[src/hdl/acfr_pkg.sv]
// Package for the addressed CRC frame receiver.
// Holds the channel beat types, register map, controller/datapath command structs
// and the CRC-16/MODBUS byte update. Depends on nothing.
package acfr_pkg;

  localparam int DEFAULT_PAYLOAD_DEPTH = 32;
  localparam int LEN_W = 7;

  localparam logic [7:0]  LOCAL_ADDR_RESET = 8'd0;
  localparam logic [7:0]  BCAST_ADDR_RESET = 8'd255;
  localparam logic [15:0] TIMEOUT_RESET    = 16'd100;

  localparam logic [15:0] CRC_INIT = 16'hFFFF;
  localparam logic [15:0] CRC_POLY = 16'hA001;
  localparam logic [15:0] IDLE_MAX = 16'hFFFF;

  localparam logic OP_BYTE = 1'b0;
  localparam logic OP_TICK = 1'b1;

  // APB register map, word index into paddr[3:2].
  localparam int APB_ADDR_W = 4;
  localparam logic [1:0] REG_LOCAL_ADDR = 2'd0;
  localparam logic [1:0] REG_BCAST_ADDR = 2'd1;
  localparam logic [1:0] REG_TIMEOUT    = 2'd2;

  typedef struct packed {
    logic       opcode;
    logic [7:0] rx_byte;
  } in_item_t;

  typedef struct packed {
    logic [7:0]       frame_address;
    logic [LEN_W-1:0] frame_length;
    logic [7:0]       payload_byte;
    logic             byte_valid;
    logic             last;
  } out_item_t;

  typedef enum logic [3:0] {
    PH_ADDR = 4'b0001,
    PH_LEN  = 4'b0010,
    PH_DATA = 4'b0100,
    PH_CRC  = 4'b1000
  } phase_e;

  typedef struct packed {
    logic step;        // an input beat is taken this cycle
    logic rd_start;    // restart the readout index
    logic rd_next;     // advance the readout index
    logic load_byte;   // load a payload result into the output register
    logic load_empty;  // load the empty-frame result into the output register
  } dp_cmd_t;

  typedef struct packed {
    logic frame_good;  // the byte being taken completes an accepted frame
    logic frame_empty; // that frame stored no payload
    logic rd_last;     // the readout index points at the final stored byte
  } dp_sts_t;

  function automatic logic [15:0] crc_feed(input logic [15:0] crc, input logic [7:0] b);
    logic [15:0] c;
    c = crc ^ {8'h00, b};
    for (int i = 0; i < 8; i++) begin
      if (c[0]) begin
        c = (c >> 1) ^ CRC_POLY;
      end else begin
        c = c >> 1;
      end
    end
    return c;
  endfunction

endpackage

[src/hdl/acfr_controller.sv]
// Controller of the frame receiver: input handshake, readout sequencing and
// output valid. Depends on acfr_pkg.
module acfr_controller (
  input  logic              clk_i,
  input  logic              rst_ni,
  input  logic              in_valid_i,
  output logic              in_ready_o,
  output logic              out_valid_o,
  input  logic              out_ready_i,
  input  acfr_pkg::dp_sts_t sts_i,
  output acfr_pkg::dp_cmd_t cmd_o
);

  typedef enum logic [3:0] {
    S_IDLE  = 4'b0001,
    S_READ  = 4'b0010,
    S_LOAD  = 4'b0100,
    S_EMPTY = 4'b1000
  } state_e;

  state_e state_q, state_d;
  logic   out_valid_q, out_valid_d;
  logic   out_free;

  assign out_free = !out_valid_q || out_ready_i;

  always_comb begin
    state_d = state_q;
    cmd_o   = '0;
    unique case (state_q)
      S_IDLE: begin
        cmd_o.step = in_valid_i;
        if (in_valid_i && sts_i.frame_good) begin
          if (sts_i.frame_empty) begin
            state_d = S_EMPTY;
          end else begin
            cmd_o.rd_start = 1'b1;
            state_d        = S_READ;
          end
        end
      end
      // The store read issued here lands in the RAM output register.
      S_READ: begin
        state_d = S_LOAD;
      end
      S_LOAD: begin
        if (out_free) begin
          cmd_o.load_byte = 1'b1;
          if (sts_i.rd_last) begin
            state_d = S_IDLE;
          end else begin
            cmd_o.rd_next = 1'b1;
            state_d       = S_READ;
          end
        end
      end
      S_EMPTY: begin
        if (out_free) begin
          cmd_o.load_empty = 1'b1;
          state_d          = S_IDLE;
        end
      end
      default: begin
        state_d = S_IDLE;
      end
    endcase
  end

  always_comb begin
    out_valid_d = out_valid_q;
    if (cmd_o.load_byte || cmd_o.load_empty) begin
      out_valid_d = 1'b1;
    end else if (out_ready_i) begin
      out_valid_d = 1'b0;
    end
  end

  always_ff @(posedge clk_i or negedge rst_ni) begin
    if (!rst_ni) begin
      state_q     <= S_IDLE;
      out_valid_q <= 1'b0;
    end else begin
      state_q     <= state_d;
      out_valid_q <= out_valid_d;
    end
  end

  assign in_ready_o  = (state_q == S_IDLE);
  assign out_valid_o = out_valid_q;

  a_state_onehot: assert property (@(posedge clk_i) disable iff (!rst_ni)
    $onehot(state_q))
    else $error("controller state lost its one-hot code");

  a_no_overwrite: assert property (@(posedge clk_i) disable iff (!rst_ni)
    (cmd_o.load_byte || cmd_o.load_empty) |-> (!out_valid_q || out_ready_i))
    else $error("output register loaded while holding an untaken beat");

  a_frame_leaves_idle: assert property (@(posedge clk_i) disable iff (!rst_ni)
    (state_q == S_IDLE && in_valid_i && sts_i.frame_good) |=> state_q != S_IDLE)
    else $error("accepted frame did not start its readout");

  a_load_single: assert property (@(posedge clk_i) disable iff (!rst_ni)
    !(cmd_o.load_byte && cmd_o.load_empty))
    else $error("two result loads in one cycle");

endmodule

[config.mk]
export PLATFORM = sky130hd
export DESIGN_NAME = acfr_controller
export DESIGN_NICKNAME = d
export VERILOG_FILES = /design/src/hdl/acfr_pkg.sv /design/src/hdl/acfr_controller.sv
export SDC_FILE = /design/constraint.sdc
export NUM_CORES = 1
export LEC_CHECK = 0
export CORE_AREA = 2 2 39 41
export CTS_CLUSTER_SIZE = 20
export DETAILED_ROUTE_END_ITERATION = 6
export DIE_AREA = 0 0 41 43
export DONT_BUFFER_PORTS = 1
export PLACE_DENSITY = 0.39
export SLEW_MARGIN = 10
export SYNTH_ARGS = -nofsm -noshare
export SYNTH_HDL_FRONTEND = slang
export SYNTH_SLANG_ARGS = --single-unit
[constraint.sdc]
create_clock -name clk_i -period 4.4 [get_ports clk_i]
set_clock_uncertainty 0.2 [all_clocks]
set_input_delay 0.22 -clock clk_i [delete_from_list [all_inputs] [get_ports clk_i]]
set_output_delay 0.22 -clock clk_i [all_outputs]
set_load 0.005 [all_outputs]
# After elaboration in Yosys (flattened, before gate mapping)
# Index checks and enable logic that the tools add are counted.
# totals
mem_count	0
romBits	0
input_bits	7
latchBits	0
out_inout_bits	7
elab_cells	31
mem_bits_rw	0
register_bits	5
# classes
n_mul	0
reduce_logical	6
bitwise	0
mux	16
div	0
add_sub_neg	0
n_shift	0
order_cmp	0
eq_ne	7
# op_table
operator	count
4-bit 2-to-1 mux	4
4-bit one-hot mux with 4 select lines	1
2-bit 2-to-1 mux	4
1-bit 2-to-1 mux	7
4-bit by 1-bit equality test with 1-bit output (second input constant)	1
4-bit by 2-bit equality test with 1-bit output (second input constant)	1
4-bit by 3-bit equality test with 1-bit output (second input constant)	1
4-bit equality test (second input constant)	1
2-bit inequality test (second input constant)	2
3-bit AND reduction	1
1-bit logical OR	2
2-bit by 1-bit inequality test with 1-bit output (second input constant)	1
2-bit nonzero test	1
1-bit logical AND	1
1-bit logical NOT	1

# Depth between registers and ports, before layout
# Gate-level depths: netlist of the first run.
# depth
word_depth	6
depth_mapped	4
ltp_nobuf	3

# Worst setup path before layout of the first run
# No wires, ideal clock.
# synth_path
kind	register to output
startpoint	register state_q[0]
endpoint	output cmd_o[3] in the netlist's numbering
slack_ns	2.832
required_time_ns	3.980
arrival_ns	1.148
n_path_buf	1
path_stages_with_launch	4
path_cell_list	dfstp_2 -> buf_12 -> nor4b_4 -> nor3b_1
# synth_rtl
element	line	source
start, declared	acfr_controller.sv:21	state_e state_q, state_d;
start signal, assigned	acfr_controller.sv:83	state_q <= state_d;
end, declared	acfr_controller.sv:11	output acfr_pkg::dp_cmd_t cmd_o

# Worst setup path in the final report of the first run
# layout_path
startpoint	register state_q[0]
endpoint	register state_q[3]
# layout_via
elab_chain_len	3
# layout_lines
element	line	source
4-bit by 1-bit equality test with 1-bit output (*)	-	
named net in_ready_o	acfr_controller.sv:7	output logic in_ready_o,
2-bit by 1-bit inequality test with 1-bit output (no line)	-	
3-bit AND reduction (no line)	-	
# The timed path passes the listed nets; every way through them passes the cells marked *.
# A chain may end at the register's enable or synchronous reset.

==> impl_metrics.csv, run 1 <==
group,metric,value,unit
floorplan,num_rows,14,
detailed_routing,drtAntennaViolNets,0,
cts,cts_made_buffers,3,
detailed_routing,dr_wl_met2,372,microns
global_routing,grt_usage,11.3,%
setup_path,end_kind,"register",
logic_synthesis,yosys.area.top_type_share,25.7,%
run_status,status,"finished, final reports clean",
setup_path,critPathTopFamily,"flip-flops",
sta,tns,0,ps
logic_synthesis,synth_area,389,sq um
logic_synthesis,ys_types,26,
global_routing,grt_overflow_total,0,
logic_synthesis,syn-num-nets,47,
global_routing,antenna_found_initial,0,
global_routing,grt_pass1_wl,1.31,mm
sta,slew_viol_final,0,
sta,period_share,46.2,%
sta,fin_crit,2030,ps
sta,relSlewSlack,75.1,%
setup_path,crit_path_cell_trace,"nor4b_4 -> nand4_1 -> dlygate4sd3_1 -> a21oi_2",
sta,final-hold-violation-count,0,
floorplan,fp.dieArea,0.00176,sq mm
logic_synthesis,synth_top_area_cell,"dfrtp_1",
setup_path,path_max_fanout,10,
floorplan,io_pins,14,
logic_synthesis,ys_warn_count,0,
floorplan,die_x,41,microns
layout,final_common_cell,"dlygate4sd3_1",
power,leakagePower,0.000153,uW
cts,ctsResizeCount,0,
layout,area_delta_synth_final,11.9,%
sta,worst_pin_slew,374,ps
detailed_routing,routed_wirelength,785,microns
layout,postLayoutCellArea,435,sq um
layout,final_nets,53,
place,dp.final_hpwl,600,microns
power,power_density,577,mW/mm^2
setup_path,critPathBufInv,1,
floorplan,core_area,0.00138,sq mm
floorplan,initial_core_util,28.1,%
logic_synthesis,avgSynthCellArea,9.73,sq um
power,ir_worst_vdd,192,uV
detailed_routing,first_pass_iters,4,
cts,insertion_delay,240,ps
job,maxCapViolations,0,
sta,rsz0062_at_grt,"no",
detailed_routing,drtIter0Drc,4,
layout,drive_gt1_share,20.0,%
setup_path,arrival,2000,ps
cts,clk_path_buf_depth,2,
setup_path,cp.required,4370,ps
sta,max_freq,0.491,GHz
setup_path,start_kind,"register",
setup_path,path_class,"reg2reg",
logic_synthesis,syn_inst,40,
detailed_routing,met1_length,332,microns
logic_synthesis,synth-seq-cells,5,
place,io_buffers,0,
cts,cts-root-buf,"clkbuf_4",
place,placement.cell_area,359,sq um
logic_synthesis,synth_area_leaders,"dfrtp_1 26%, nor3b_1 7.7%, dfstp_2 6.8%",
cts,cts_tree,"done",
layout,final.fill_count,151,
sta,setup_violations,0,
layout,final_cell_mix,"5 x dlygate4sd3_1, 4 x nor3b_1, 4 x dfrtp_1",
detailed_routing,drc,0,
global_routing,grt_max_degree,11,
layout,diodes,0,
cts,cts_sinks,5,
hold_path,hold_path_class,"in2reg",
setup_path,crit_path_max_incr_delay,610,ps
global_routing,grt_pass1_vias,322,
setup_path,slowest_stage,"dfstp_2",
detailed_routing,routedWlPerCell,12.9,microns
place,gp_congestion,0.712,
cts,clk_pin_slew,40,ps
detailed_routing,dr_wl_met3,67,microns
cts,cts.htree.levels,1,
detailed_routing,viasPerCell,5.26,
logic_synthesis,ys_seq_area_share,32.5,%
detailed_routing,vias,321,
floorplan,die-height,43,microns
detailed_routing,highest_layer,"met4",
## cell usage after synthesis
| master | instances |
|---|---|
| dfrtp_1 | 4 |
| nor3b_1 | 4 |
| nand2_1 | 3 |
| nor3_1 | 3 |
| buf_6 | 2 |
| nor2_1 | 2 |
| nor4_1 | 2 |
| o21ai_0 | 2 |
| a21oi_1 | 1 |
| a21oi_2 | 1 |
| and2_1 | 1 |
| buf_12 | 1 |
| buf_4 | 1 |
| dfstp_2 | 1 |
| inv_1 | 1 |
| inv_4 | 1 |
| nand2b_1 | 1 |
| nand4_1 | 1 |
| nor2b_1 | 1 |
| nor4b_4 | 1 |
| nor4bb_1 | 1 |
| o21ai_1 | 1 |
| o311a_2 | 1 |
| o31ai_1 | 1 |
| or4_4 | 1 |
| xnor2_1 | 1 |
## worst register-to-register path: stages (launching register included)
cell,delay [ps]
dfstp_2,610
nor4b_4,320
nand4_1,130
dlygate4sd3_1,580
a21oi_2,110
## routing by layer
metal | global-route usage, % | up-vias
li1 | - | 152
met1 | 14.0 | 153
met2 | 14.1 | 14
met3 | 4.71 | 2
met4 | 10.0 | 0
met5 | 0 | -
## per-stage QoR
stage	setup WS [ps]	utilization, %	instances	power [uW]	hold slack (ps)
final	2370	31.5	61	251	21.1
after global routing	2270	31.5	61	274	19.1
after CTS	2350	31.5	61	254	4.04
after detailed placement	2750	25.9	52	195	-275
after global placement	2770	25.9	52	195	-275
after floorplan	2830	-	40	208	-276
## report_power, final
part / internal [uW] / total [uW] / leakage [uW] / switching [uW]
registers: 64.7 / 103 / 0.0000651 / 38.3
logic: 54.8 / 96.3 / 0.0000734 / 41.4
clock network: 34.2 / 52.2 / 0.0000150 / 17.9
total: 154 / 251 / 0.000153 / 97.7
## final cells by class
cell class | count | area [sq um] | share of cell area (%)
Inverter | 2 | 10.0 | 2.30
Timing Repair Buffer | 5 | 50.0 | 11.5
Clock buffer | 4 | 26.3 | 6.03
Sequential cell | 5 | 126 | 29.0
Tap cell | 16 | 20.0 | 4.60
Multi-Input combinational cell | 29 | 203 | 46.6
## flip-flops by register name, summed over array words and instances, names as in the netlist
signal       cells
state_q          4
out_valid_o      1
## final timing paths
check                           cells past startpoint     endpoint  slack [ps]        start
worst max-delay path                                4   state_q[3]        2370   state_q[0]
worst max register to register                      4   state_q[3]        2370   state_q[0]
max in group asynchronous                           1   state_q[0]        3680       rst_ni
worst min-delay path                                3   state_q[2]          20  out_ready_i
worst min register to register                      1   state_q[3]         450   state_q[2]
min in group asynchronous                           1  out_valid_o          70       rst_ni
## what timing repair did
| item | CTS | global route |
|---|---|---|
| buffers inserted | 0 | 0 |
| hold buffers | 5 | 0 |
| hold endpoints to repair | 7 | 0 |
## logic make-up (layout without fill, tap and decap cells)
logic type / count (synthesis) / count (layout) / synth area share [%]
AND/OR/NAND/NOR: 21 / 21 / 37.6
buffers and inverters: 6 / 11 / 15.4
XOR/XNOR: 1 / 1 / 2.25
flip-flops: 5 / 5 / 32.5
AO/OA/AOI/OAI: 7 / 7 / 12.2
Power figures use the tool's default switching activity.
==> run 2, diff against run 1 <==
--- a/config.mk
+++ b/config.mk
@@ -10,7 +10,7 @@
 export DETAILED_ROUTE_END_ITERATION = 6
 export DIE_AREA = 0 0 41 43
 export DONT_BUFFER_PORTS = 1
-export PLACE_DENSITY = 0.39
+export PLACE_DENSITY = 0.4
 export SLEW_MARGIN = 10
 export SYNTH_ARGS = -nofsm -noshare
 export SYNTH_HDL_FRONTEND = slang
==> constraint.sdc (replaced) <==
create_clock -name clk_i -period 1.79 [get_ports clk_i]
set_clock_uncertainty 0.2 [all_clocks]
set_input_delay 0.0895 -clock clk_i [delete_from_list [all_inputs] [get_ports clk_i]]
set_output_delay 0.0895 -clock clk_i [all_outputs]
set_load 0.005 [all_outputs]
==> impl_metrics.csv, run 2 (synthesized netlist as in run 1, its figures left out) <==
group,metric,value,unit
run_status,status,"finished, final reports clean",
sta,setup_violations,0,
place,dp.final_hpwl,568,microns
detailed_routing,vias,336,
power,leakagePower,0.000173,uW
sta,final-hold-violation-count,0,
detailed_routing,drtIter0Drc,6,
sta,tns,0,ps
floorplan,die-height,43,microns
place,io_buffers,0,
detailed_routing,drtAntennaViolNets,0,
setup_path,path_class,"reg2out",
setup_path,slowest_stage,"dfrtp_1",
floorplan,io_pins,14,
floorplan,core_area,0.00138,sq mm
cts,cts.htree.levels,1,
detailed_routing,drc,0,
floorplan,initial_core_util,28.1,%
sta,slew_viol_final,0,
place,placement.cell_area,359,sq um
global_routing,grt_max_degree,11,
detailed_routing,routed_wirelength,806,microns
setup_path,arrival,1380,ps
sta,worst_pin_slew,425,ps
floorplan,num_rows,14,
setup_path,ff2ff_setup_slack,280,ps
layout,final_nets,57,
global_routing,antenna_found_initial,0,
job,maxCapViolations,0,
sta,period_share,93.5,%
power,total_power,639,uW
layout,largest_register_ffs,4,
cts,cts_sinks,5,
setup_path,crit_path_cell_trace,"nor4b_4 -> nor3b_2",
power,power_density,1330,mW/mm^2
place,gp_congestion,0.734,
setup_path,start_kind,"register",
sta,max_freq,0.598,GHz
setup_path,crit_path_max_incr_delay,500,ps
setup_path,crit_start,"state_q[2]",
cts,insertion_delay,240,ps
setup_path,r2r-start,"state_q[2]",
power,ir_worst_vdd,477,uV
setup_path,path_max_fanout,10,
global_routing,grt_pass1_vias,335,
cts,cts_made_buffers,3,
cts,clk_pin_slew,40,ps
floorplan,die_x,41,microns
sta,fin_crit,1670,ps
detailed_routing,routedWlPerCell,12.4,microns
global_routing,grt_usage,11.6,%
layout,largest-register,"state_q",
global_routing,grt_pass1_wl,1.35,mm
hold_path,hold_path_class,"in2out",
setup_path,end_kind,"output pin",
sta,relSlewSlack,71.4,%
cts,clk_path_buf_depth,2,
cts,cts_tree,"done",
layout,diodes,0,
detailed_routing,viasPerCell,5.17,
hold_path,hp-start,"sts_i[1]",
layout,postLayoutCellArea,479,sq um
setup_path,cp.required,1500,ps
layout,final_common_cell,"dlygate4sd3_1",
layout,area_delta_synth_final,23.2,%
sta,rsz0062_at_grt,"no",
floorplan,fp.dieArea,0.00176,sq mm
sta,hold_ws,4.52,ps
detailed_routing,first_pass_iters,4,
global_routing,grt_overflow_total,0,
cts,cts-root-buf,"clkbuf_4",
layout,drive_gt1_share,24.5,%
==> run 2: report_power, final <==
group | switching (uW) | internal (uW) | total [uW]
Combinational | 130 | 150 | 280
Clock | 44.1 | 84.1 | 128
Sequential | 72.6 | 158 | 231
==> run 2: path summary, 6_finish.rpt <==
kind | endpoint | depth (start not counted)
worst min-delay path | cmd_o[3] | 1
max in group asynchronous | state_q[0] | 2
worst max-delay path | cmd_o[3] | 2
worst min register to register | state_q[2] | 1
min in group asynchronous | out_valid_o | 2
worst max register to register | state_q[1] | 3
==> run 2: critical path, delay by kind of cell (launching register included) <==
family	cells	cell delay [ps]
DFF	1	500
and+or+nand+nor	2	640
==> run 2: layer usage <==
metal	part of all wire (%)	wire, microns	global-route usage (%)
met1	45	360	14.9
met2	51	410	15.9
met3	4.3	35	1.57
met4	0	0	10.0
met5	0	0	0
==> run 2: final cells by class <==
cell class	count	area (sq um)
Tap cell	16	20.0
Fill cell	152	905
Clock buffer	4	26.3
Inverter	2	10.0
Sequential cell	5	128
Timing Repair Buffer	9	87.6
Multi-Input combinational cell	29	208
==> run 2: what timing repair did <==
| item | 4_1_cts | 5_1_grt |
|---|---|---|
| setup endpoints to repair | 0 | 1 |
| gates resized for setup | 0 | 2 |
| setup buffers | 0 | 1 |
| endpoints found under the hold margin | 10 | 0 |
| hold buffers | 8 | 0 |
==> run 2: stage by stage <==
stage | setup WS, ps | instances | util [%]
6_report | 117 | 65 | 34.6
2_1_floorplan | 336 | 40 | -
3_5_place_dp | 255 | 52 | 25.9
5_1_grt | 17.3 | 65 | 34.6
3_3_place_gp | 274 | 52 | 25.9
4_1_cts | 23.4 | 64 | 33.6
==> run 3, diff against run 2 <==
--- a/config.mk
+++ b/config.mk
@@ -5,12 +5,13 @@
 export SDC_FILE = /design/constraint.sdc
 export NUM_CORES = 1
 export LEC_CHECK = 0
-export CORE_AREA = 2 2 39 41
+export CELL_PAD_IN_SITES_DETAIL_PLACEMENT = 1
+export CELL_PAD_IN_SITES_GLOBAL_PLACEMENT = 2
+export CORE_UTILIZATION = 29
 export CTS_CLUSTER_SIZE = 20
 export DETAILED_ROUTE_END_ITERATION = 6
-export DIE_AREA = 0 0 41 43
 export DONT_BUFFER_PORTS = 1
-export PLACE_DENSITY = 0.4
+export PLACE_DENSITY = 0.63
 export SLEW_MARGIN = 10
 export SYNTH_ARGS = -nofsm -noshare
 export SYNTH_HDL_FRONTEND = slang
==> constraint.sdc (replaced) <==
create_clock -name clk_i -period 1.79 [get_ports clk_i]
set_clock_uncertainty 0.2 [all_clocks]
set_input_delay 0.358 -clock clk_i [delete_from_list [all_inputs] [get_ports clk_i]]
set_output_delay 0.358 -clock clk_i [all_outputs]
set_load 0.005 [all_outputs]
==> impl_metrics.csv, run 3 (synthesized netlist as in run 1, its figures left out) <==
group,metric,value,unit
sta,fin_ws,-112,ps
sta,rsz0062_at_grt,"yes",
power,total_power,711,uW
setup_path,crit_path_max_incr_delay,540,ps
cts,cts.htree.levels,1,
global_routing,antenna_found_initial,0,
sta,relSlewSlack,74.8,%
floorplan,num_rows,12,
detailed_routing,vias,325,
place,dp.final_hpwl,732,microns
floorplan,initial_core_util,33.2,%
layout,postLayoutCellArea,465,sq um
layout,fin_cells,59,
layout,area_delta_synth_final,19.6,%
detailed_routing,drtIter0Drc,3,
cts,cts_made_buffers,3,
layout,diodes,0,
cts,cts_sinks,5,
place,placement.cell_area,387,sq um
layout,largest_register_ffs,4,
cts,clk_pin_slew,50,ps
global_routing,grt_overflow_total,0,
cts,cts_post_setup_buffers_inserted,0,
power,ir_worst_vdd,496,uV
cts,clk_path_buf_depth,2,
sta,max_freq,0.526,GHz
place,io_buffers,0,
global_routing,gr-usage-met1,17.7,%
global_routing,grt_util_met2,26.3,%
place,gp_congestion,0.755,
global_routing,busiest_layer,"met2",
setup_path,path_max_fanout,5,
setup_path,end_kind,"output pin",
global_routing,grt_usage,17.1,%
layout,final_cell_mix,"4 x dfrtp_1, 4 x buf_4, 3 x nor3b_1, 3 x clkbuf_4",
global_routing,grt_max_degree,10,
detailed_routing,viasPerCell,5.51,
setup_path,slowest_stage,"dfstp_2",
cts,cts_tree,"done",
layout,largest-register,"state_q",
floorplan,core_area,0.00117,sq mm
floorplan,io_pins,14,
run_status,status,"finished with violations",
run_status,violations,"setup timing",
hold_path,hold_path_class,"in2reg",
global_routing,use_met3,4.62,%
place,placed_cells,54,
detailed_routing,first_pass_iters,2,
sta,fin_crit,1900,ps
setup_path,arrival,1340,ps
layout,drive_gt1_share,44.4,%
setup_path,critPathBufInv,0,
cts,insertion_delay,250,ps
setup_path,cp.required,1230,ps
layout,final_nets,53,
power,power_density,1530,mW/mm^2
detailed_routing,drtAntennaViolNets,0,
floorplan,die-height,38.6,microns
sta,setup_violations,5,
cts,cts-root-buf,"clkbuf_4",
setup_path,crit_path_cell_trace,"nor4b_4 -> nor3b_2",
detailed_routing,routed_wirelength,913,microns
detailed_routing,drc,0,
layout,final_core_util,39.7,%
sta,worst_pin_slew,374,ps
sta,slew_viol_final,0,
sta,period_share,106,%
floorplan,fp.dieArea,0.00149,sq mm
sta,hold_ws,58.1,ps
floorplan,die_x,38.6,microns
power,leakagePower,0.000168,uW
setup_path,critPathTopFamily,"simple AND/OR/NAND/NOR gates",
global_routing,grt_pass1_vias,337,
setup_path,start_kind,"register",
sta,final-hold-violation-count,0,
detailed_routing,routedWlPerCell,15.5,microns
job,maxCapViolations,0,
setup_path,path_class,"reg2out",
global_routing,grt_pass1_wl,1.59,mm
[run 3: power breakdown]
part | total [uW] | leakage, uW | internal (uW) | switching (uW)
Clock | 132 | 0.0000177 | 81.1 | 50.6
Combinational | 382 | 0.0000847 | 174 | 208
Sequential | 197 | 0.0000651 | 159 | 38.9
[run 3: through the flow]
stage	worst slack [ps]	setup TNS, ps
floorplan	83.9	0
global placement	141	0
detailed placement	78.9	0
CTS	-148	-256
global route	-200	-575
finish	-112	-192
[run 3: per-layer routing]
layer  part of all wire (%)  wire, microns
met4                    4.9             45
met3                    4.9             45
met2                     47            425
met5                      0              0
met1                     43            396
[run 3: final cells by class]
cell class / count / area, sq um
fill: 135 / 706
inverter: 2 / 10.0
clock inverter: 1 / 5.00
sequential: 5 / 126
multi-input combinational: 29 / 244
clock buffer: 3 / 22.5
tap: 14 / 17.5
timing repair buffer: 5 / 40.0
[run 3: path summary, 6_finish.rpt]
kind / start / end / slack [ps] / depth (start not counted)
setup / recovery: state_q[0] / cmd_o[3] / -110 / 2
hold / removal: sts_i[1] / state_q[3] / 60 / 2
setup reg to reg: state_q[3] / state_q[3] / 240 / 4
hold reg to reg: state_q[3] / state_q[0] / 430 / 3
max in group asynchronous: rst_ni / state_q[0] / 930 / 1
min in group asynchronous: rst_ni / state_q[2] / 200 / 1
[run 3: timing repair]
| action | CTS | global route |
|---|---|---|
| pin swaps | 0 | 0 |
| hold buffers | 1 | 0 |
| setup endpoints to repair | 5 | 5 |
| endpoints found under the hold margin | 5 | 0 |
| gates resized for setup | 6 | 2 |
