$ cat config.mk
export PLATFORM = sky130hd
export DESIGN_NAME = acfr_datapath
export DESIGN_NICKNAME = d
export VERILOG_FILES = /design/src/hdl/acfr_pkg.sv /design/src/hdl/acfr_ram.sv /design/src/hdl/acfr_datapath.sv
export SDC_FILE = /design/constraint.sdc
export NUM_CORES = 1
export LEC_CHECK = 0
export ABC_CLOCK_PERIOD_IN_PS = 9950
export CORE_ASPECT_RATIO = 1.5
export CORE_MARGIN = 4
export CORE_UTILIZATION = 40
export DETAILED_ROUTE_END_ITERATION = 12
export DONT_BUFFER_PORTS = 1
export PLACE_DENSITY = 0.59
export SYNTH_ARGS = -nofsm -noshare
export SYNTH_HDL_FRONTEND = slang
export SYNTH_HIERARCHICAL = 1
export SYNTH_SLANG_ARGS = --single-unit
$ cat constraint.sdc
create_clock -name clk_i -period 9.95 [get_ports clk_i]
set_clock_uncertainty 0.2 [all_clocks]
set_input_delay 1.4925 -clock clk_i [delete_from_list [all_inputs] [get_ports clk_i]]
set_output_delay 1.4925 -clock clk_i [all_outputs]
set_load 0.1 [all_outputs]
$ cat src/hdl/acfr_pkg.sv
// Package for the addressed CRC frame receiver.
// Holds the channel beat types, register map, controller/datapath command structs
// and the CRC-16/MODBUS byte update. Depends on nothing.
package acfr_pkg;

  localparam int DEFAULT_PAYLOAD_DEPTH = 32;
  localparam int LEN_W = 7;

  localparam logic [7:0]  LOCAL_ADDR_RESET = 8'd0;
  localparam logic [7:0]  BCAST_ADDR_RESET = 8'd255;
  localparam logic [15:0] TIMEOUT_RESET    = 16'd100;

  localparam logic [15:0] CRC_INIT = 16'hFFFF;
  localparam logic [15:0] CRC_POLY = 16'hA001;
  localparam logic [15:0] IDLE_MAX = 16'hFFFF;

  localparam logic OP_BYTE = 1'b0;
  localparam logic OP_TICK = 1'b1;

  // APB register map, word index into paddr[3:2].
  localparam int APB_ADDR_W = 4;
  localparam logic [1:0] REG_LOCAL_ADDR = 2'd0;
  localparam logic [1:0] REG_BCAST_ADDR = 2'd1;
  localparam logic [1:0] REG_TIMEOUT    = 2'd2;

  typedef struct packed {
    logic       opcode;
    logic [7:0] rx_byte;
  } in_item_t;

  typedef struct packed {
    logic [7:0]       frame_address;
    logic [LEN_W-1:0] frame_length;
    logic [7:0]       payload_byte;
    logic             byte_valid;
    logic             last;
  } out_item_t;

  typedef enum logic [3:0] {
    PH_ADDR = 4'b0001,
    PH_LEN  = 4'b0010,
    PH_DATA = 4'b0100,
    PH_CRC  = 4'b1000
  } phase_e;

  typedef struct packed {
    logic step;        // an input beat is taken this cycle
    logic rd_start;    // restart the readout index
    logic rd_next;     // advance the readout index
    logic load_byte;   // load a payload result into the output register
    logic load_empty;  // load the empty-frame result into the output register
  } dp_cmd_t;

  typedef struct packed {
    logic frame_good;  // the byte being taken completes an accepted frame
    logic frame_empty; // that frame stored no payload
    logic rd_last;     // the readout index points at the final stored byte
  } dp_sts_t;

  function automatic logic [15:0] crc_feed(input logic [15:0] crc, input logic [7:0] b);
    logic [15:0] c;
    c = crc ^ {8'h00, b};
    for (int i = 0; i < 8; i++) begin
      if (c[0]) begin
        c = (c >> 1) ^ CRC_POLY;
      end else begin
        c = c >> 1;
      end
    end
    return c;
  endfunction

endpackage

$ cat src/hdl/acfr_ram.sv
// Generic single-write, single-read RAM with a registered read port.
// No reset on the storage. Depends on nothing.
module acfr_ram #(
  parameter int WIDTH = 8,
  parameter int DEPTH = 32,
  parameter int ADDR_W = (DEPTH > 1) ? $clog2(DEPTH) : 1
) (
  input  logic              clk_i,
  input  logic              we_i,
  input  logic [ADDR_W-1:0] waddr_i,
  input  logic [WIDTH-1:0]  wdata_i,
  input  logic [ADDR_W-1:0] raddr_i,
  output logic [WIDTH-1:0]  rdata_o
);

  logic [WIDTH-1:0] mem_q [DEPTH];
  logic [WIDTH-1:0] rdata_q;

  always_ff @(posedge clk_i) begin
    if (we_i) begin
      mem_q[waddr_i] <= wdata_i;
    end
    rdata_q <= mem_q[raddr_i];
  end

  assign rdata_o = rdata_q;

endmodule

$ cat src/hdl/acfr_datapath.sv
// Datapath of the frame receiver: parser registers, running CRC, idle counter,
// payload store, readout index and output register. Depends on acfr_pkg, acfr_ram.
module acfr_datapath #(
  parameter int PAYLOAD_DEPTH = acfr_pkg::DEFAULT_PAYLOAD_DEPTH,
  parameter int ADDR_W = (PAYLOAD_DEPTH > 1) ? $clog2(PAYLOAD_DEPTH) : 1
) (
  input  logic                clk_i,
  input  logic                rst_ni,
  input  acfr_pkg::in_item_t  in_data_i,
  input  logic [7:0]          local_addr_i,
  input  logic [7:0]          bcast_addr_i,
  input  logic [15:0]         timeout_i,
  input  acfr_pkg::dp_cmd_t   cmd_i,
  output acfr_pkg::dp_sts_t   sts_o,
  output acfr_pkg::out_item_t out_data_o
);

  localparam logic [7:0] DEPTH_B = 8'(PAYLOAD_DEPTH);
  localparam logic [acfr_pkg::LEN_W-1:0] DEPTH_L = acfr_pkg::LEN_W'(PAYLOAD_DEPTH);

  acfr_pkg::phase_e phase_q, phase_d, ph;
  logic [7:0]  addr_q, addr_d, addr_e;
  logic [7:0]  len_q, len_d, len_e;
  logic [7:0]  cnt_q, cnt_d, cnt_e, cnt_inc;
  logic [15:0] crc_q, crc_d, crc_e;
  logic [7:0]  lo_q, lo_d, lo_e;
  logic [15:0] idle_q, idle_d;
  logic        late, good, we;
  logic [7:0]  b;

  logic [7:0]                   frame_addr_q;
  logic [acfr_pkg::LEN_W-1:0]   frame_len_q, len_cap;
  logic [ADDR_W-1:0]            rd_idx_q;
  logic [7:0]                   rdata;
  acfr_pkg::out_item_t          out_q;

  assign b = in_data_i.rx_byte;

  always_comb begin
    // A byte after too long a gap first restarts the parser.
    late   = (idle_q > timeout_i);
    ph     = late ? acfr_pkg::PH_ADDR : phase_q;
    addr_e = late ? 8'd0 : addr_q;
    len_e  = late ? 8'd0 : len_q;
    cnt_e  = late ? 8'd0 : cnt_q;
    crc_e  = late ? acfr_pkg::CRC_INIT : crc_q;
    lo_e   = late ? 8'd0 : lo_q;
    cnt_inc = cnt_e + 8'd1;

    phase_d = phase_q;
    addr_d  = addr_q;
    len_d   = len_q;
    cnt_d   = cnt_q;
    crc_d   = crc_q;
    lo_d    = lo_q;
    idle_d  = idle_q;
    we      = 1'b0;
    good    = 1'b0;

    if (cmd_i.step && in_data_i.opcode == acfr_pkg::OP_TICK) begin
      if (idle_q != acfr_pkg::IDLE_MAX) begin
        idle_d = idle_q + 16'd1;
      end
    end else if (cmd_i.step) begin
      idle_d  = 16'd0;
      phase_d = ph;
      addr_d  = addr_e;
      len_d   = len_e;
      cnt_d   = cnt_e;
      crc_d   = crc_e;
      lo_d    = lo_e;
      unique case (ph)
        acfr_pkg::PH_ADDR: begin
          addr_d  = b;
          crc_d   = acfr_pkg::crc_feed(acfr_pkg::CRC_INIT, b);
          phase_d = acfr_pkg::PH_LEN;
        end
        acfr_pkg::PH_LEN: begin
          len_d   = b;
          crc_d   = acfr_pkg::crc_feed(crc_e, b);
          cnt_d   = 8'd0;
          phase_d = (b != 8'd0) ? acfr_pkg::PH_DATA : acfr_pkg::PH_CRC;
        end
        acfr_pkg::PH_DATA: begin
          // Bytes past the store depth are counted but not stored or checked.
          if (cnt_e < DEPTH_B) begin
            we    = 1'b1;
            crc_d = acfr_pkg::crc_feed(crc_e, b);
          end
          if (cnt_inc >= len_e) begin
            cnt_d   = 8'd0;
            phase_d = acfr_pkg::PH_CRC;
          end else begin
            cnt_d = cnt_inc;
          end
        end
        acfr_pkg::PH_CRC: begin
          if (cnt_e == 8'd0) begin
            lo_d  = b;
            cnt_d = 8'd1;
          end else begin
            good = ({b, lo_e} == crc_e) &&
                   (addr_e == local_addr_i || addr_e == bcast_addr_i);
            phase_d = acfr_pkg::PH_ADDR;
            addr_d  = 8'd0;
            len_d   = 8'd0;
            cnt_d   = 8'd0;
            crc_d   = acfr_pkg::CRC_INIT;
            lo_d    = 8'd0;
          end
        end
        default: begin
          phase_d = acfr_pkg::PH_ADDR;
          addr_d  = 8'd0;
          len_d   = 8'd0;
          cnt_d   = 8'd0;
          crc_d   = acfr_pkg::CRC_INIT;
          lo_d    = 8'd0;
        end
      endcase
    end
  end

  assign len_cap = (len_e < DEPTH_B) ? len_e[acfr_pkg::LEN_W-1:0] : DEPTH_L;

  always_ff @(posedge clk_i or negedge rst_ni) begin
    if (!rst_ni) begin
      phase_q <= acfr_pkg::PH_ADDR;
      addr_q  <= 8'd0;
      len_q   <= 8'd0;
      cnt_q   <= 8'd0;
      crc_q   <= acfr_pkg::CRC_INIT;
      lo_q    <= 8'd0;
      idle_q  <= 16'd0;
    end else begin
      phase_q <= phase_d;
      addr_q  <= addr_d;
      len_q   <= len_d;
      cnt_q   <= cnt_d;
      crc_q   <= crc_d;
      lo_q    <= lo_d;
      idle_q  <= idle_d;
    end
  end

  acfr_ram #(
    .WIDTH (8),
    .DEPTH (PAYLOAD_DEPTH),
    .ADDR_W(ADDR_W)
  ) u_store (
    .clk_i  (clk_i),
    .we_i   (we),
    .waddr_i(cnt_e[ADDR_W-1:0]),
    .wdata_i(b),
    .raddr_i(rd_idx_q),
    .rdata_o(rdata)
  );

  // Frame header and readout registers; contents only matter once loaded.
  always_ff @(posedge clk_i) begin
    if (good) begin
      frame_addr_q <= addr_e;
      frame_len_q  <= len_cap;
    end
    if (cmd_i.rd_start) begin
      rd_idx_q <= '0;
    end else if (cmd_i.rd_next) begin
      rd_idx_q <= rd_idx_q + ADDR_W'(1);
    end
    if (cmd_i.load_byte) begin
      out_q.frame_address <= frame_addr_q;
      out_q.frame_length  <= frame_len_q;
      out_q.payload_byte  <= rdata;
      out_q.byte_valid    <= 1'b1;
      out_q.last          <= sts_o.rd_last;
    end else if (cmd_i.load_empty) begin
      out_q.frame_address <= frame_addr_q;
      out_q.frame_length  <= '0;
      out_q.payload_byte  <= 8'd0;
      out_q.byte_valid    <= 1'b0;
      out_q.last          <= 1'b1;
    end
  end

  assign sts_o.frame_good  = good;
  assign sts_o.frame_empty = (len_e == 8'd0);
  assign sts_o.rd_last     = ((acfr_pkg::LEN_W'(rd_idx_q) + acfr_pkg::LEN_W'(1)) == frame_len_q);
  assign out_data_o        = out_q;

  a_idle_saturates: assert property (@(posedge clk_i) disable iff (!rst_ni)
    (cmd_i.step && in_data_i.opcode == acfr_pkg::OP_TICK && idle_q == acfr_pkg::IDLE_MAX)
    |=> idle_q == acfr_pkg::IDLE_MAX)
    else $error("idle tick counter wrapped");

  a_no_step_past_last: assert property (@(posedge clk_i) disable iff (!rst_ni)
    cmd_i.rd_next |-> !sts_o.rd_last)
    else $error("readout advanced past the final stored byte");

  a_readout_nonempty: assert property (@(posedge clk_i) disable iff (!rst_ni)
    cmd_i.rd_start |=> frame_len_q != '0)
    else $error("byte readout started for a frame with no stored payload");

endmodule

# After elaboration in Yosys (flattened, before gate mapping)
# Memories as Yosys holds them, arrays and structs flattened. A register that Yosys moved wholly into a read port is not among the register bits.
# Cells that the tools add are included.
# word_totals
register_bits	113
mem_bits_rw	256
inputBits	48
out_inout_bits	28
word_cells	203
mem_count	1
# classes
addsub	4
n_lt_le_gt_ge	4
eq_ne	10
mux	130
n_bitwise	26
n_reduce_logical	13
# mem_list
memory	depth	word_bits	rd	rd_clocked_by_memory_dff	wr	line_no	rtl
u_store.mem_q	32	8	1	1	1	acfr_ram.sv:16	logic [WIDTH-1:0] mem_q [DEPTH];
# op_table
operator	count
2-to-1 mux 16 bit	99
one-hot mux 8 bit (3 select lines)	3
NOT 2 -> 3 bit	23
2-to-1 mux 8 bit	8
one-hot mux 16 bit (4 select lines)	1
2-to-1 mux 25 bit	2
adder 16 x 1 -> 16 bit, second input constant	1
== test 16 bit	1
== test 8 bit	2
greater-than comparator 16 bit	1
zero test 8 bit	2
less-than comparator 8 x 6 -> 1 bit, second input constant	2
2-to-1 mux 4 bit	4
inequality test 16 bit, second input constant	1
NOT 8 -> 16 bit	1
one-hot mux 4 bit (4 select lines)	1
one-hot mux 8 bit (2 select lines)	1
XOR 16 x 8 -> 16 bit	1
2-to-1 mux 1 bit	11
adder 8 x 1 -> 8 bit, second input constant	1
greater-or-equal comparator 8 bit	1
nonzero test 8 bit	1
== test 6 x 7 -> 1 bit	1
adder 5 x 1 -> 6 bit, second input constant	1
13 further kinds	17

# Depth between registers and ports, before layout
# Gate-level depths: netlist (run 1).
# logic_depth
depth_word	49
depth_mapped	22
mapped_depth_nobuf	21

# Hierarchy
# The synthesis (run 1) kept the hierarchy.
# by_module_without_submodules
module	n_inst	cells_each	area_per_inst_um2	seq_area_each_um2
acfr_ram	1	417	10053.4	7847.5
acfr_datapath	1	717	7119.3	3014.1

# Worst setup path after synthesis (run 1)
# OpenSTA, ideal clock, no wires.
# synth_timing
path_type	input to output
from	input timeout_i[15]
to	output sts_o[1] in the netlist's numbering
arrival_time_ns	5.210
required_time_ns	8.257
path_slack_ns	3.048
stages	11
n_path_buf	1
path_cell_list	inv_1 > ha_1 > nand4_4 > nor4_4 > o21ai_2 > nand3_4 > nand2_4 > buf_2 > nand2_1 > nand3_1 > nor3_1
# synth_lines
item	line_no	rtl
start, declared	acfr_datapath.sv:12	input logic [15:0] timeout_i,
end, declared	acfr_datapath.sv:14	output acfr_pkg::dp_sts_t sts_o,

==> flow_metrics.tcl, run 1 <==
set metrics [dict create \
    status "finished clean" \
    finalCritPeriodShare 0.631 \
    ant_nets 0 \
    crit_family "simple AND/OR/NAND/NOR gates" \
    cp-end-kind "output pin" \
    antenna_found_initial 0 \
    power_mw 4.07 \
    switchingPower_mw 1.16 \
    yosys_warnings 6 \
    leakage_nw 6.45 \
    period_needed_ps 6280 \
    drt_first_pass_iters 5 \
    clk_path_buf_depth 3 \
    io_buffers 0 \
    synth.most_common_cell "edfxtp_1" \
    synth.top_cells.by_count "edfxtp_1 (295), nor2_1 (97), mux4_2 (80)" \
    fmax_ghz 0.159 \
    worstHoldPathType "reg2reg" \
    fillers 3724 \
    start_util 0.406 \
    max_stage_delay_ps 420 \
    area_growth_pct 10.2 \
    routedWlPerCell_um 22.0 \
    dp_hpwl_mm 25.8 \
    synthFlopType "edfxtp_1" \
    cp_max_fo 32 \
    syn_inst 1134 \
    route.vias.total 9395 \
    std_cell_rows 92 \
    avgSynthCellArea_um2 15.1 \
    whs_endpoint "len_q[5]$_DFFE_PN0P_" \
    finalWorstSetupSlack_ps 3670 \
    gr-usage-all-layers 0.164 \
    grt_pass1_wl_mm 58.3 \
    cts_tree "built" \
    min_from "len_q[5]$_DFFE_PN0P_" \
    seq_area_frac_synth 0.632 \
    slew_viol_final 0 \
    synthArstFlopShare 0.180 \
    h-tree-depth 2 \
    pwr-share-clk 0.334 \
    power_density_nw_per_um2 215 \
    worst-r2r-cell-count 19 \
    grt_overflow 0 \
    cpMostUsedCell "nand2_1" \
    drive_gt1_frac 0.176 \
    p_seq_frac 0.480 \
    finalSetupViolCount 0 \
    core_um2 42200 \
    synth_fp_nets 1214 \
    path_buf_inv 3 \
    dieWidth_um 177 \
    hold_violations 0 \
    root_buffer "clkbuf_16" \
    synth_area_um2 17200 \
    max-slew-margin-rel 0.323 \
    die_y_um 262 \
    remaining_drc_errors 0 \
    hold-path-cell-count 1 \
    gp_congestion 0.875 \
    r2r_end "cnt_q[4]$_DFFE_PN0P_" \
    yosys.area.top_type_share 0.516 \
    vias_per_cell 5.47 \
    synth_edf_count 295 \
    drv_cap 0 \
    internal_power_mw 2.91 \
    cts_sinks 377 \
    crit_arrival_ps 4580 \
    ctsResizeCount 0 \
    pwr-share-comb 0.186 \
    postCtsSetupBuffers 0 \
    synth_area_leaders "edfxtp_1 (52%), mux4_2 (10%), dfrtp_1 (7.4%), dfstp_2 (2.6%), ha_1 (2.3%)" \
    numCtsBuffers 37 \
    num_io_pins 76 \
    wirelength_mm 37.7 \
    cts_hold_buf 0 \
    startpoint "timeout_i[15]" \
    ys_ff_latch 377 \
    ys_types 85 \
    ff_latch_area_um2 10900 \
    fin_nets 1206 \
    reg2reg_from "idle_q[15]$_DFFE_PN0P_" \
    cp.required_ps 8260 \
    grt_max_degree 69 \
    irDropWorstVdd_mv 0.250 \
    grt_pass1_vias 10060 \
    worstMarginPinSlew_ps 1020 \
    clk_latency_ps 530 \
    rsz0062_at_grt "no" \
    path_cells "inv_1, ha_1, nand4_4, nor4_4, nand2_1, nand2_4, nand2_1, ha_1, nor4b_1, nand2_1, nand4_1, a2111oi_4, buf_4, buf_16" \
    antenna_cells 0 \
    netSwitchingFraction 0.285 \
    start_kind "input port" \
    slowest_stage "nor4_4" \
    r2r_setup_slack_ps 4980 \
    drt-initial-drc-count 621 \
    tns_ps 0 \
    place_ws_ps 3630 \
    crit_type "in2out" \
    yosys.area.top_type "edfxtp_1" \
    clkTransAtPathRegs_ps 60 \
    die-area_um2 46400 \
    multiInputGateArea_um2 5900 \
]
layout by cell type (no fill, tap or decap), types with 12 or more instances in the layout:
cell type and count:
a21oi_1 32, a22o_1 33, and2_1 26, clkbuf_16 38
dfrtp_1 51, dfstp_2 17, dfxtp_1 12, edfxtp_1 295
ha_1 32, inv_1 37, mux4_2 80, nand2_1 46
nand3_1 23, nand4_1 16, nor2_1 97, nor2b_1 14
o21ai_0 33, xnor2_1 45, xor2_1 35
worst max-delay path by stage:
stage	endpoint	slack (ps)	depth (start not counted)
final	sts_o[2]	3670	14
after floorplan	sts_o[1]	3050	11
after detailed placement	sts_o[2]	3630	14
after CTS	sts_o[2]	3650	14
after global placement	sts_o[2]	3720	14
after global routing	sts_o[2]	3400	14
sequential cells by signal (all words and copies together) (netlist names), 16 cells and up:
name           cells
out_data_o        25
u_store/mem_q    256
idle_q            16
crc_q             16
per-layer routing:
metal  vias to the layer above  part of all wire  global-route usage
li1                       4316                 -                   -
met1                      4794              0.36               0.177
met2                       196              0.56               0.312
met3                        89             0.035              0.0232
met4                         0             0.050              0.0794
met5                         -                 0                   0
stage by stage:
stage / hold WS, ps / std cells / cell area [µm²] / utilization
6_report: 300 / 1718 / 18900 / 0.448
5_1_grt: 317 / 1718 / 18900 / 0.448
4_1_cts: 303 / 1718 / 18900 / 0.448
3_5_place_dp: 281 / 1651 / 17700 / 0.420
3_3_place_gp: 284 / 1651 / 17700 / 0.420
2_1_floorplan: 266 / 1134 / 17200 / -
power by group through the flow:
stage / registers (mW) / clock network [mW] / logic, mW
floorplan: 1.92 / 0 / 0.606
global placement: 1.98 / 0 / 0.753
detailed placement: 1.98 / 0 / 0.755
CTS: 1.95 / 1.40 / 0.760
global route: 1.96 / 1.46 / 0.813
finish: 1.95 / 1.36 / 0.756
area by class of cell:
class | count | area share
Multi-Input combinational cell | 664 | 0.312
Inverter | 37 | 0.00734
Timing Repair Buffer | 9 | 0.00674
Clock inverter | 15 | 0.00727
Clock buffer | 52 | 0.0551
Sequential cell | 377 | 0.574
Tap cell | 564 | 0.0373
cell families after synthesis:
group | count (synthesis) | synth area share
AO/OA/AOI/OAI | 162 | 0.0681
XOR/XNOR | 86 | 0.0479
adder cells (fa/ha/maj) | 32 | 0.0233
buffers and inverters | 93 | 0.0251
flip-flops | 377 | 0.632
multiplexers | 90 | 0.111
other | 1 | 0.000218
AND/OR/NAND/NOR | 293 | 0.0914
Note: power is estimated with default switching activity, not from simulation.
==> inputs of run 2 (changes only) <==
--- a/config.mk
+++ b/config.mk
@@ -5,13 +5,13 @@
 export SDC_FILE = /design/constraint.sdc
 export NUM_CORES = 1
 export LEC_CHECK = 0
-export ABC_CLOCK_PERIOD_IN_PS = 9950
+export ABC_CLOCK_PERIOD_IN_PS = 5480
 export CORE_ASPECT_RATIO = 1.5
 export CORE_MARGIN = 4
 export CORE_UTILIZATION = 40
 export DETAILED_ROUTE_END_ITERATION = 12
 export DONT_BUFFER_PORTS = 1
-export PLACE_DENSITY = 0.59
+export PLACE_DENSITY = 0.61
 export SYNTH_ARGS = -nofsm -noshare
 export SYNTH_HDL_FRONTEND = slang
 export SYNTH_HIERARCHICAL = 1
==> constraint.sdc (replaced) <==
create_clock -name clk_i -period 5.48 [get_ports clk_i]
set_clock_uncertainty 0.2 [all_clocks]
set_input_delay 0.822 -clock clk_i [delete_from_list [all_inputs] [get_ports clk_i]]
set_output_delay 0.822 -clock clk_i [all_outputs]
set_load 0.1 [all_outputs]
==> flow_metrics.tcl, run 2 (synthesized netlist as in run 1, its figures left out) <==
set metrics [dict create \
    num_io_pins 76 \
    hold_violations 0 \
    power_density_nw_per_um2 391 \
    drive_gt1_frac 0.188 \
    cpMostUsedCell "nand2_1" \
    hold-path-cell-count 1 \
    rsz0062_at_grt "no" \
    irDropWorstVdd_mv 0.211 \
    dieWidth_um 177 \
    antenna_cells 0 \
    postCtsSetupBuffers 0 \
    vias_per_cell 5.53 \
    finalCritPeriodShare 0.892 \
    area_growth_pct 11.2 \
    cp.required_ps 4460 \
    cts_tree "built" \
    h-tree-depth 2 \
    crit_family "simple AND/OR/NAND/NOR gates" \
    leakage_nw 6.54 \
    slowest_stage "a2111oi_4" \
    largest_register_ffs 256 \
    fin_nets 1216 \
    std_cell_rows 92 \
    wirelength_mm 38.2 \
    clkTransAtPathRegs_ps 60 \
    drt_first_pass_iters 5 \
    routedWlPerCell_um 22.1 \
    largest_register "u_store/mem_q" \
    r2r_setup_slack_ps 860 \
    final_cell_mix "edfxtp_1 (295), nor2_1 (97), mux4_2 (80)" \
    crit_type "reg2out" \
    root_buffer "clkbuf_16" \
    whs_endpoint "rd_idx_q[0]$_SDFFE_PP0P_" \
    dp_hpwl_mm 26.1 \
    route.vias.total 9572 \
    ctsResizeCount 0 \
    cts_sinks 377 \
    r2r_end "cnt_q[6]$_DFFE_PN0P_" \
    worst-r2r-cell-count 19 \
    gr-usage-all-layers 0.167 \
    worstMarginPinSlew_ps 980 \
    cp-end-kind "output pin" \
    io_buffers 0 \
    path_buf_inv 1 \
    crit_arrival_ps 3870 \
    grt_pass1_vias 10153 \
    final_cell_area_um2 19100 \
    clk_latency_ps 530 \
    antenna_found_initial 0 \
    clk_path_buf_depth 3 \
    numCtsBuffers 38 \
    grt_pass1_wl_mm 59.5 \
    core_um2 42200 \
    status "finished clean" \
    gp_congestion 0.827 \
    grt_overflow 0 \
    worstHoldPathType "in2reg" \
    fmax_ghz 0.205 \
    start_util 0.406 \
    max_stage_delay_ps 490 \
    cts_hold_buf 2 \
    cp_max_fo 6 \
    die-area_um2 46400 \
    placed_cell_area_um2 17800 \
    grt_max_degree 69 \
    path_cells "ha_1, nand4_4, nor4_4, nand2_1, nand2_4, nand2_1, ha_1, nor4b_1, nand2_1, nand4_1, a2111oi_4, buf_16" \
    remaining_drc_errors 0 \
    ant_nets 0 \
    mostFrequentLayoutCell "edfxtp_1" \
    finalSetupViolCount 0 \
    start_kind "flip-flop" \
    drt-initial-drc-count 656 \
    die_y_um 262 \
    period_needed_ps 4890 \
    tns_ps 0 \
    max-slew-margin-rel 0.346 \
    drv_cap 0 \
    slew_viol_final 0 \
    min_from "cmd_i[3]" \
    reg2reg_from "idle_q[15]$_DFFE_PN0P_" \
]
## run 2: cell count changes in the layout (fill, tap and decap cells not counted), moves of 3 or more
cell | before | now
buf_4 | 6 | 14
clkbuf_1 | 10 | 5
clkbuf_8 | 4 | 1
bufinv_16 | 1 | 4
clkinv_2 | 3 | 8
## run 2: worst max path at each step
stage          slack [ps]  cells past startpoint                   end                   start
3_5_place_dp          430                     20  cnt_q[4]$_DFFE_PN0P_           timeout_i[15]
2_1_floorplan         140                     14              sts_o[2]           timeout_i[15]
6_report              590                     12              sts_o[2]  idle_q[15]$_DFFE_PN0P_
4_1_cts               580                     12              sts_o[2]  idle_q[15]$_DFFE_PN0P_
3_3_place_gp          540                     20  cnt_q[5]$_DFFE_PN0P_           timeout_i[15]
5_1_grt               420                     19  cnt_q[3]$_DFFE_PN0P_  idle_q[13]$_DFFE_PN0P_
## run 2: layout make-up
type	instances	area (µm²)
Sequential cell	377	10900
Inverter	37	139
Fill cell	3728	23100
Clock buffer	45	1010
Tap cell	564	706
Timing Repair Buffer	18	198
Clock inverter	25	262
Multi-Input combinational cell	664	5920
## run 2: power breakdown
group | switching (mW) | internal (mW) | leakage [nW] | total (mW)
registers | 0.288 | 3.26 | 3.69 | 3.55
clock network | 1.10 | 1.53 | 0.619 | 2.63
logic | 0.695 | 0.602 | 2.23 | 1.30
## run 2: routing by layer
metal | up-vias | GRT usage | wire length [µm]
met4 | 0 | 0.0710 | 1610
met3 | 86 | 0.0275 | 1730
met5 | - | 0 | 0
li1 | 4347 | - | -
met1 | 4886 | 0.184 | 13700
met2 | 253 | 0.318 | 21200
## run 2: metrics by stage
step	std cells	util	hold slack (ps)	power [mW]	setup slack, ps
6_report	1730	0.452	143	7.47	591
5_1_grt	1730	0.452	113	7.81	419
4_1_cts	1730	0.452	113	7.55	585
3_5_place_dp	1658	0.421	282	4.89	427
3_3_place_gp	1658	0.421	282	4.88	540
2_1_floorplan	1134	-	266	4.59	144
==> inputs of run 3 (changes only) <==
--- a/config.mk
+++ b/config.mk
@@ -6,7 +6,6 @@
 export NUM_CORES = 1
 export LEC_CHECK = 0
 export ABC_CLOCK_PERIOD_IN_PS = 5480
-export CORE_ASPECT_RATIO = 1.5
 export CORE_MARGIN = 4
 export CORE_UTILIZATION = 40
 export DETAILED_ROUTE_END_ITERATION = 12
==> flow_metrics.tcl, run 3 (synthesized netlist as in run 1, its figures left out) <==
set metrics [dict create \
    startpoint "idle_q[15]$_DFFE_PN0P_" \
    vias_per_cell 5.60 \
    slowest_stage "a2111oi_0" \
    p_seq_frac 0.472 \
    finalSetupViolCount 0 \
    gr-usage-all-layers 0.169 \
    cp.required_ps 5780 \
    mostFrequentLayoutCell "edfxtp_1" \
    routedWlPerCell_um 22.7 \
    cp-end-kind "flip-flop" \
    num_io_pins 76 \
    largest_register "u_store/mem_q" \
    worstMarginPinSlew_ps 1100 \
    path_cells "ha_1, nand4_4, nor4_4, o21ai_2, nand3_4, nand2_4, nand2_1, inv_1, ha_1, nand3_1, xor2_1, nor2_1, ha_1, a2111oi_0, nand2_1, o21ai_0, a31oi_1, nor4_4, and2_1, a22o_1" \
    dp_hpwl_mm 24.7 \
    cts_hold_buf 2 \
    fillers 3690 \
    grt_pass1_wl_mm 61.0 \
    std_cell_rows 75 \
    internal_power_mw 5.41 \
    postCtsSetupBuffers 0 \
    gp_congestion 0.873 \
    dieWidth_um 215 \
    cpMostUsedCell "ha_1" \
    die_y_um 215 \
    antenna_cells 0 \
    cp-endpoint "cnt_q[6]$_DFFE_PN0P_" \
    wirelength_mm 38.9 \
    antenna_found_initial 0 \
    ctsResizeCount 0 \
    largest_register_ffs 256 \
    leakage_nw 6.61 \
    max-slew-margin-rel 0.266 \
    h-tree-depth 2 \
    power_density_nw_per_um2 393 \
    rsz0062_at_grt "no" \
    tns_ps 0 \
    final_cell_mix "edfxtp_1 (295), nor2_1 (97), mux4_2 (80)" \
    drt-initial-drc-count 607 \
    pwr-share-clk 0.355 \
    ant_nets 0 \
    root_buffer "clkbuf_16" \
    stdcell_count 1714 \
    grt_pass1_vias 9937 \
    fmax_ghz 0.201 \
    route.vias.total 9604 \
    clkTransAtPathRegs_ps 60 \
    crit_type "reg2reg" \
    numCtsBuffers 41 \
    irDropWorstVdd_mv 0.231 \
    io_buffers 0 \
    clk_path_buf_depth 3 \
    cts_sinks 377 \
    pwr-share-comb 0.173 \
    fin_nets 1225 \
    netSwitchingFraction 0.282 \
    grt_overflow 0 \
    worst-r2r-cell-count 20 \
    remaining_drc_errors 0 \
    worstHoldPathType "in2reg" \
    grt_max_degree 69 \
    start_kind "flip-flop" \
    r2r_end "cnt_q[6]$_DFFE_PN0P_" \
    switchingPower_mw 2.12 \
    max_stage_delay_ps 570 \
    crit_arrival_ps 5260 \
    cp_max_fo 9 \
    drive_gt1_frac 0.192 \
    r2r_setup_slack_ps 520 \
    area_growth_pct 11.6 \
    status "finished clean" \
    hold_violations 0 \
    drv_cap 0 \
    hold-path-cell-count 1 \
    clk_latency_ps 560 \
    cts_tree "built" \
    drt_first_pass_iters 5 \
    slew_viol_final 0 \
    die-area_um2 46300 \
    reg2reg_from "idle_q[15]$_DFFE_PN0P_" \
    start_util 0.407 \
    finalCritPeriodShare 0.906 \
    period_needed_ps 4960 \
    core_um2 42200 \
    dp_cells 1639 \
]
run 3: cell count changes in the layout (fill, tap and decap cells not counted), sizes merged:
cell      before  now
buf           17   23
bufinv         4    3
clkbuf        45   47
clkinv        15   21
clkinvlp       3    0
inv           40   39
run 3: power groups by stage:
| stage | combinational (mW) | clock (mW) | sequential (mW) |
|---|---|---|---|
| after floorplan | 1.10 | 0 | 3.49 |
| after CTS | 1.31 | 2.74 | 3.55 |
| after global placement | 1.27 | 0 | 3.61 |
| after detailed placement | 1.28 | 0 | 3.61 |
| after global routing | 1.42 | 2.87 | 3.58 |
| final | 1.30 | 2.67 | 3.55 |
run 3: through the flow:
| stage | total power, mW | utilization | setup slack [ps] | instance area [µm²] | hold WS (ps) |
|---|---|---|---|---|---|
| 4_1_cts | 7.61 | 0.454 | 599 | 19200 | 84.1 |
| 5_1_grt | 7.87 | 0.454 | 136 | 19200 | 92.3 |
| 3_5_place_dp | 4.90 | 0.422 | 417 | 17800 | 287 |
| 6_report | 7.53 | 0.454 | 516 | 19200 | 113 |
| 2_1_floorplan | 4.59 | - | 144 | 17200 | 266 |
| 3_3_place_gp | 4.88 | 0.422 | 543 | 17800 | 285 |
run 3: layout make-up:
cell class | instances | area, µm² | area share
inverter | 37 | 139 | 0.00725
multi-input combinational | 664 | 5920 | 0.309
clock buffer | 47 | 1060 | 0.0552
timing repair buffer | 24 | 243 | 0.0127
sequential | 377 | 10900 | 0.567
tap | 539 | 674 | 0.0352
clock inverter | 26 | 256 | 0.0134
run 3: worst min path at each step:
stage	startpoint	to	slack, ps
after floorplan	len_q[0]$_DFFE_PN0P_	len_q[0]$_DFFE_PN0P_	270
after global placement	len_q[2]$_DFFE_PN0P_	len_q[2]$_DFFE_PN0P_	280
after detailed placement	len_q[5]$_DFFE_PN0P_	len_q[5]$_DFFE_PN0P_	290
after CTS	cmd_i[3]	rd_idx_q[0]$_SDFFE_PP0P_	80
after global routing	cmd_i[3]	rd_idx_q[2]$_SDFFE_PP0P_	90
final	cmd_i[3]	rd_idx_q[0]$_SDFFE_PP0P_	110
run 3: critical path, delay by kind of cell (launching register included):
kind	cells	cell delay, ps
AOI/OAI and AO/OA	5	1140
adders and majority gates	3	860
buffers and inverters	1	120
DFF	1	420
xor gates and xnor gates	1	220
and+or+nand+nor	10	1930
run 3: layer usage:
metal | routed length (µm) | up-vias | part of all wire | track usage
li1 | - | 4367 | - | -
met1 | 17000 | 4981 | 0.44 | 0.231
met5 | 0 | - | 0 | 0
met3 | 1560 | 44 | 0.040 | 0.0253
met2 | 19700 | 212 | 0.51 | 0.286
met4 | 651 | 0 | 0.017 | 0.0414
